[config.mk]
export PLATFORM = sky130hd
export DESIGN_NAME = dual_quadrature_speed_estimator
export DESIGN_NICKNAME = d
export VERILOG_FILES = /design/src/design/dqse_pkg.sv /design/src/design/dqse_counter.sv /design/src/design/dqse_filter.sv /design/src/design/dual_quadrature_speed_estimator.sv
export VERILOG_INCLUDE_DIRS = /design/src /design/src/design
export SDC_FILE = /design/constraint.sdc
export NUM_CORES = 2
export LEC_CHECK = 0
export ABC_AREA = 1
export BUFFER_PORTS_ARGS = -buffer_cell sky130_fd_sc_hd__buf_4
export CORE_MARGIN = 5
export CORE_UTILIZATION = 30
export CTS_CLUSTER_SIZE = 8
export DETAILED_ROUTE_END_ITERATION = 8
export SLEW_MARGIN = 25
export SYNTH_ARGS = -nofsm -noshare
export SYNTH_HDL_FRONTEND = slang
export SYNTH_SLANG_ARGS = --single-unit
export TNS_END_PERCENT = 100
[constraint.sdc]
create_clock -name clk -period 7.4 [get_ports clk]
set_input_delay 0.37 -clock clk [delete_from_list [all_inputs] [get_ports clk]]
set_output_delay 0.37 -clock clk [all_outputs]
set_load 0.01 [all_outputs]
[src/design/dual_quadrature_speed_estimator_assert.svh]
// Assertion macros shared by the estimator RTL.
`ifndef DUAL_QUADRATURE_SPEED_ESTIMATOR_ASSERT_SVH
`define DUAL_QUADRATURE_SPEED_ESTIMATOR_ASSERT_SVH

// A condition that must hold in the same cycle as its trigger.
`define DQSE_ASSERT_IMP(lbl, clk_s, rst_ns, trig, cond, msg) \
	lbl: assert property (@(posedge clk_s) disable iff (!rst_ns) (trig) |-> (cond)) \
		else $error(msg);

// A condition that must hold in the cycle after its trigger.
`define DQSE_ASSERT_NXT(lbl, clk_s, rst_ns, trig, cond, msg) \
	lbl: assert property (@(posedge clk_s) disable iff (!rst_ns) (trig) |=> (cond)) \
		else $error(msg);

`endif

[src/design/dqse_pkg.sv]
package dqse_pkg;

	// Gain register format and limits.
	localparam int GAIN_BITS  = 9;
	localparam int GAIN_SHIFT = 8;
	localparam logic [GAIN_BITS-1:0] GAIN_MAX   = 9'd256;
	localparam logic [GAIN_BITS-1:0] GAIN_RESET = 9'd77;

	// Width of each result field.
	localparam int OUT_BITS = 16;

	// Action codes carried in the input tuser.
	localparam logic ACT_POLL   = 1'b0;
	localparam logic ACT_UPDATE = 1'b1;

	// Controls sent from the top level to each pulse counter.
	typedef struct packed {
		logic poll;    // count edges on this poll request
		logic first;   // first poll: only record the A level
		logic clear;   // update request: clear the count
	} cnt_ctl_t;

endpackage

[src/design/dqse_counter.sv]
module dqse_counter import dqse_pkg::*; #(
	parameter int COUNT_BITS = 16
) (
	input  logic                  clk,
	input  logic                  arst_n,
	input  cnt_ctl_t              ctl,
	input  logic                  pin_a,
	input  logic                  pin_b,
	output logic [COUNT_BITS-1:0] count
);

	logic                  a_prev_q;
	logic [COUNT_BITS-1:0] count_q;
	logic                  a_changed;

	assign a_changed = pin_a != a_prev_q;

	// Previous A level: loaded on the first poll and on every change.
	always_ff @(posedge clk or negedge arst_n) begin
		if (!arst_n) begin
			a_prev_q <= 1'b0;
		end else if (ctl.poll && (ctl.first || a_changed)) begin
			a_prev_q <= pin_a;
		end
	end

	// Up when A moves to the level of B, down otherwise; wraps.
	always_ff @(posedge clk or negedge arst_n) begin
		if (!arst_n) begin
			count_q <= '0;
		end else if (ctl.clear) begin
			count_q <= '0;
		end else if (ctl.poll && !ctl.first && a_changed) begin
			if (pin_a == pin_b) begin
				count_q <= count_q + COUNT_BITS'(1);
			end else begin
				count_q <= count_q - COUNT_BITS'(1);
			end
		end
	end

	assign count = count_q;

endmodule

[src/design/dqse_filter.sv]
module dqse_filter import dqse_pkg::*; #(
	parameter int COUNT_BITS = 16,
	parameter int FRAC_BITS  = 8
) (
	input  logic                  clk,
	input  logic                  arst_n,
	input  logic                  update,
	input  logic [GAIN_BITS-1:0]  gain,
	input  logic [COUNT_BITS-1:0] count,
	output logic [OUT_BITS-1:0]   speed,
	output logic [OUT_BITS-1:0]   taken
);

	localparam int W  = COUNT_BITS + FRAC_BITS + 2;
	localparam int DW = W + 1;
	localparam int PW = DW + GAIN_BITS + 1;
	localparam int EW = (W > OUT_BITS + FRAC_BITS) ? W : OUT_BITS + FRAC_BITS;
	localparam int TW = (COUNT_BITS > OUT_BITS) ? COUNT_BITS : OUT_BITS;

	logic signed [W-1:0]  filt_q;
	logic signed [W-1:0]  target;
	logic signed [DW-1:0] diff;
	logic signed [PW-1:0] prod;
	logic signed [PW-1:0] step;
	logic signed [W-1:0]  filt_next;
	logic signed [W-1:0]  biased;
	logic signed [EW-1:0] biased_x;
	logic signed [TW-1:0] count_x;

	// Target is the count placed in the fixed-point format.
	assign target = $signed({{2{count[COUNT_BITS-1]}}, count, {FRAC_BITS{1'b0}}});
	assign diff   = $signed({target[W-1], target}) - $signed({filt_q[W-1], filt_q});

	// One gain multiply, floored by the arithmetic shift.
	assign prod      = diff * $signed({1'b0, gain});
	assign step      = prod >>> GAIN_SHIFT;
	assign filt_next = filt_q + step[W-1:0];

	always_ff @(posedge clk or negedge arst_n) begin
		if (!arst_n) begin
			filt_q <= '0;
		end else if (update) begin
			filt_q <= filt_next;
		end
	end

	// Truncate toward zero: negative values get a bias before the floor.
	assign biased   = filt_next[W-1]
		? filt_next + $signed({{(W-FRAC_BITS){1'b0}}, {FRAC_BITS{1'b1}}})
		: filt_next;
	assign biased_x = EW'(biased);
	assign speed    = biased_x[FRAC_BITS +: OUT_BITS];

	// Taken count, sign-extended or cut to the result width.
	assign count_x = TW'($signed(count));
	assign taken   = count_x[OUT_BITS-1:0];

endmodule

[src/design/dual_quadrature_speed_estimator.sv]
// Path: a request is registered in the input register; an update's result then goes to the result
// register on m_tdata. Throughput: one request per cycle; an update waits in the stage only while
// an earlier result is held by m_tready low. Each update pays one 9 x (count+frac+3) bit multiply
// per encoder in the single processing stage, and the state is ready for the next request.
// Reset: arst_n clears counts, speeds and all valid flags at once; the gain returns to 77
// and the next poll only records the A levels.
module dual_quadrature_speed_estimator import dqse_pkg::*; #(
	parameter int COUNT_BITS = 16,
	parameter int FRAC_BITS  = 8
) (
	input  logic                 clk,
	input  logic                 arst_n,
	input  logic                 s_tvalid,
	output logic                 s_tready,
	input  logic [7:0]           s_tdata,    // right_a, right_b, left_a, left_b, zero pad
	input  logic                 s_tuser,    // action
	output logic                 m_tvalid,
	input  logic                 m_tready,
	output logic [63:0]          m_tdata,    // right_speed, left_speed, right_taken, left_taken
	input  logic                 cfg_we,
	input  logic [GAIN_BITS-1:0] cfg_wdata
);

	`include "dual_quadrature_speed_estimator_assert.svh"

	logic                  s1_valid_s1;
	logic                  action_s1;
	logic [3:0]            pins_s1;
	logic                  first_q;
	logic [GAIN_BITS-1:0]  gain_q;
	logic [GAIN_BITS-1:0]  gain_eff;
	logic                  out_valid_q;
	logic [63:0]           out_data_q;
	logic                  s1_go;
	logic                  s1_poll;
	logic                  s1_update;
	cnt_ctl_t              ctl;
	logic [COUNT_BITS-1:0] right_count;
	logic [COUNT_BITS-1:0] left_count;
	logic [OUT_BITS-1:0]   right_speed;
	logic [OUT_BITS-1:0]   left_speed;
	logic [OUT_BITS-1:0]   right_taken;
	logic [OUT_BITS-1:0]   left_taken;

	// Gain register, clamped to unity for use.
	always_ff @(posedge clk or negedge arst_n) begin
		if (!arst_n) begin
			gain_q <= GAIN_RESET;
		end else if (cfg_we) begin
			gain_q <= cfg_wdata;
		end
	end

	assign gain_eff = (gain_q > GAIN_MAX) ? GAIN_MAX : gain_q;

	// Stage control: only an update needs room in the result register.
	assign s1_go     = (action_s1 == ACT_POLL) || !out_valid_q || m_tready;
	assign s1_poll   = s1_valid_s1 && s1_go && (action_s1 == ACT_POLL);
	assign s1_update = s1_valid_s1 && s1_go && (action_s1 == ACT_UPDATE);
	assign s_tready  = !s1_valid_s1 || s1_go;

	// Input register.
	always_ff @(posedge clk or negedge arst_n) begin
		if (!arst_n) begin
			s1_valid_s1 <= 1'b0;
		end else if (s_tready) begin
			s1_valid_s1 <= s_tvalid;
		end
	end

	always_ff @(posedge clk) begin
		if (s_tready && s_tvalid) begin
			action_s1 <= s_tuser;
			pins_s1   <= s_tdata[3:0];
		end
	end

	// First-poll flag: set by reset, cleared by the first poll.
	always_ff @(posedge clk or negedge arst_n) begin
		if (!arst_n) begin
			first_q <= 1'b1;
		end else if (s1_poll) begin
			first_q <= 1'b0;
		end
	end

	assign ctl.poll  = s1_poll;
	assign ctl.first = first_q;
	assign ctl.clear = s1_update;

	dqse_counter #(.COUNT_BITS(COUNT_BITS)) u_right_cnt (
		.clk    (clk),
		.arst_n (arst_n),
		.ctl    (ctl),
		.pin_a  (pins_s1[0]),
		.pin_b  (pins_s1[1]),
		.count  (right_count)
	);

	dqse_counter #(.COUNT_BITS(COUNT_BITS)) u_left_cnt (
		.clk    (clk),
		.arst_n (arst_n),
		.ctl    (ctl),
		.pin_a  (pins_s1[2]),
		.pin_b  (pins_s1[3]),
		.count  (left_count)
	);

	dqse_filter #(.COUNT_BITS(COUNT_BITS), .FRAC_BITS(FRAC_BITS)) u_right_filt (
		.clk    (clk),
		.arst_n (arst_n),
		.update (s1_update),
		.gain   (gain_eff),
		.count  (right_count),
		.speed  (right_speed),
		.taken  (right_taken)
	);

	dqse_filter #(.COUNT_BITS(COUNT_BITS), .FRAC_BITS(FRAC_BITS)) u_left_filt (
		.clk    (clk),
		.arst_n (arst_n),
		.update (s1_update),
		.gain   (gain_eff),
		.count  (left_count),
		.speed  (left_speed),
		.taken  (left_taken)
	);

	// Result register.
	always_ff @(posedge clk or negedge arst_n) begin
		if (!arst_n) begin
			out_valid_q <= 1'b0;
		end else if (s1_update) begin
			out_valid_q <= 1'b1;
		end else if (m_tready) begin
			out_valid_q <= 1'b0;
		end
	end

	always_ff @(posedge clk) begin
		if (s1_update) begin
			out_data_q <= {left_taken, right_taken, left_speed, right_speed};
		end
	end

	assign m_tvalid = out_valid_q;
	assign m_tdata  = out_data_q;

	// Both counts are empty right after an update is processed.
	`DQSE_ASSERT_NXT(a_clear_after_update, clk, arst_n, s1_update, (right_count == '0) && (left_count == '0), "counts not cleared by update")
	// Once any poll has been processed, the first-poll flag is clear.
	`DQSE_ASSERT_NXT(a_first_cleared, clk, arst_n, s1_poll, !first_q, "first-poll flag still set after a poll")
	// A new result appears only when an update went through the stage.
	`DQSE_ASSERT_IMP(a_result_source, clk, arst_n, $rose(out_valid_q), $past(s1_update), "result without an update")

endmodule

==> key figures <==
STA
  • Worst-Margin Slew: 976 ps
  • Final Worst Setup Slack: -868 ps
  • Setup Viol. Count Final: 52
  • Final Hold Vio Count: 0
  • Pins over their slew limit: 0
  • Tcrit/Tclk final: 1.12
  • Final min period: 8270 ps
  • Slew HR: 0.349
  • Fmax: 121 MHz
  • Post-Route Skew: 34.0 ps
  • Unrepaired setup endpoints after global routing: true

Yosys
  • Top-count cell post-synth: nand2_1
  • Syn Nets: 4853
  • Synth top area share: 0.247
  • Synthesized netlist cell count: 4198
  • Netlist cell types: 64
  • Top cells by area, synth: fa_1, nand2_1, ha_1
  • Leading area contributor after synthesis: fa_1
  • Ys async rst share: 0.587
  • Seq/Total Area, Yosys: 0.149
  • Post-synth EDFFs: 69
  • Yosys reg bits: 167
  • Post-synthesis area per instance: 7.26 um2
  • Most instantiated cells after synthesis: nand2_1, inv_1, nor2_1, fa_1, ha_1
  • Synth Flop Type: dfrtp_1
  • Cell Area, Synth: 0.0305 mm2
  • Synth warn: 0

Global route
  • Largest net degree at the start of global routing: 70
  • Final global-route overflow total: 0
  • Vias in the first global route: 32400
  • Global-route wire length before repair: 166000 um
  • Gr usage total: 0.192
  • Antenna violations before repair: 1

Layout
  • FF/Latch Area: 0.00454 mm2
  • Ant. Diodes: 0
  • Final nets: 5951
  • Multi-input combinational cell area: 0.0267 mm2
  • Final instance area: 0.0459 mm2
  • Share of cells above drive strength 1: 0.393
  • Layout area overhead: 50.6%
  • Fillers: 9891

Critical path
  • Worst endpoint required time: 7660 ps
  • Kind of critical path: reg2reg
  • Worst-path fanout max: 8
  • Reg-to-reg endpoint: m_tdata[0]
  • Worst Path Arrival: 8530 ps
  • Worst Reg-to-Reg Cells: 47
  • Setup crit end kind: register
  • CP max-delay cell: fa_1
  • Crit start category: register
  • Reg2reg start: u_right_cnt.count[0]
  • Flop2flop setup slack: -870 ps
  • Critical Path Max Stage Delay: 560 ps

Detailed routing
  • 1st-pass router iterations: 7
  • DR WL/cell: 15.9 um
  • Via-to-Cell Ratio: 4.71
  • ANT nets after route: 0
  • Total wire length: 106000 um
  • Via count: 31500
  • Drt drc: 0
  • Iteration-0 DRC Markers: 1611

Hold path
  • Hold Path Depth: 1
  • Hold Path End: pins_s1[3]
  • Worst hold-check path type: in2reg
  • HP Start: s_tdata[3]

Clocking
  • Number of clock sinks: 167
  • H-tree depth: 4
  • Clock Path Buffers: 2
  • CTS tree: built
  • Worst-skew pair later-pin latency: 520 ps
  • Root Driver: clkbuf_16
  • Reg clk slew, reported paths: 70 ps
  • TritonCTS Buffers: 17

Flow run
  • Max cap viols: 0

Floorplan
  • Chip Height: 329 um
  • Area of the core: 0.101 mm2
  • Io pins: 89
  • DIE AREA: 0.108 mm2
  • Initial Util: 0.301
  • Die Width: 329 um
  • # rows: 117

Placement
  • Hpwl dp: 85000 um
  • Placed cell area: 0.0401 mm2
  • Input/output buffers: 84
  • Placer Congestion: 0.971

Status
  • Status: finished with violations
  • Violated checks: setup timing
state kept, by name, indices dropped and copies added, names as in the netlist:
name                  flops
pins_s1                   4
first_q                   1
m_tdata                  64
u_left_filt.filt_q       26
gain_q                    9
u_right_cnt.a_prev_q      1
u_right_filt.filt_q      26
u_left_cnt.a_prev_q       1
m_tvalid                  1
u_left_cnt.count         16
u_right_cnt.count        16
s1_valid_s1               1
action_s1                 1
logic make-up after synthesis:
group	Yosys count	synth area share
AND/OR/NAND/NOR	1926	0.268
AO/OA/AOI/OAI	425	0.0787
adder cells (fa/ha/maj)	632	0.352
flip-flops	167	0.149
XOR/XNOR	120	0.0360
buffers and inverters	927	0.116
multiplexers	1	0.000369
through the flow:
step / hold WS, ps / std cells / TNS (ps) / utilization / setup WS [ps]
floorplan: 74.4 / 4198 / -3520 / - / -155
global placement: 431 / 6480 / -40610 / 0.395 / -1100
detailed placement: 435 / 6480 / -43500 / 0.395 / -1110
CTS: 2.18 / 6618 / -25700 / 0.429 / -793
global route: 12.5 / 6677 / -48860 / 0.453 / -1260
finish: 42.8 / 6677 / -30020 / 0.453 / -868
per-layer routing:
| metal | vias up | global-route usage | share of wire |
|---|---|---|---|
| li1 | 15200 | - | - |
| met1 | 15300 | 0.231 | 0.41 |
| met2 | 734 | 0.350 | 0.51 |
| met3 | 221 | 0.0223 | 0.038 |
| met4 | 0 | 0.0759 | 0.041 |
| met5 | - | 0 | 0 |
cell usage in the layout (no fill, tap or decap), drive strengths merged, types with 11 or more instances in the layout:
master / synthesis / routed
buf: 17 / 1144
nand2: 1092 / 1093
inv: 850 / 858
nor2: 430 / 430
fa: 376 / 376
ha: 256 / 256
nand3: 234 / 240
a21oi: 199 / 199
o21ai: 144 / 144
dfrtp: 93 / 93
xor2: 84 / 84
edfxtp: 69 / 69
nand4: 62 / 62
or2: 48 / 48
nor3: 39 / 39
xnor2: 36 / 36
clkbuf: 56 / 17
nand3b: 12 / 12
a21o: 12 / 12
o21bai: 11 / 11
area by class of cell:
cell class / count / share of cell area
clock buffer: 17 / 0.00927
multi-input combinational: 3111 / 0.582
sequential: 167 / 0.0989
inverter: 854 / 0.0708
tap: 1368 / 0.0373
timing repair buffer: 1145 / 0.198
clock inverter: 15 / 0.00414
critical path, delay by kind of cell, from the launching register on:
family                     cells  cell delay, ps
AOI/OAI and AO/OA              5             650
xor gates and xnor gates       2             460
adders and majority gates      8            3310
buffers and inverters         12            1110
DFF                            1             460
and+or+nand+nor               20            2000
worst max-delay path by stage:
stage	startpoint	end	slack, ps
3_3_place_gp	u_right_filt.filt_q[1]	m_tdata[9]	-1100
6_report	u_right_cnt.count[0]	m_tdata[0]	-870
5_1_grt	u_right_cnt.count[4]	m_tdata[15]	-1260
2_1_floorplan	u_left_filt.filt_q[10]	m_tdata[22]	-160
3_5_place_dp	u_right_filt.filt_q[1]	m_tdata[9]	-1110
4_1_cts	u_right_cnt.count[0]	m_tdata[0]	-790
timing repair:
item                       4_1_cts  5_1_grt
hold endpoints to repair        46        0
gates resized for setup        479      510
setup endpoints to repair       68       72
cloned                           9        0
pin swaps                      286      349
buffers inserted               103       64
hold buffers                     1        0
Power is not shown: default switching activity piles up to over one toggle a cycle in this logic, so the estimate is an artifact.
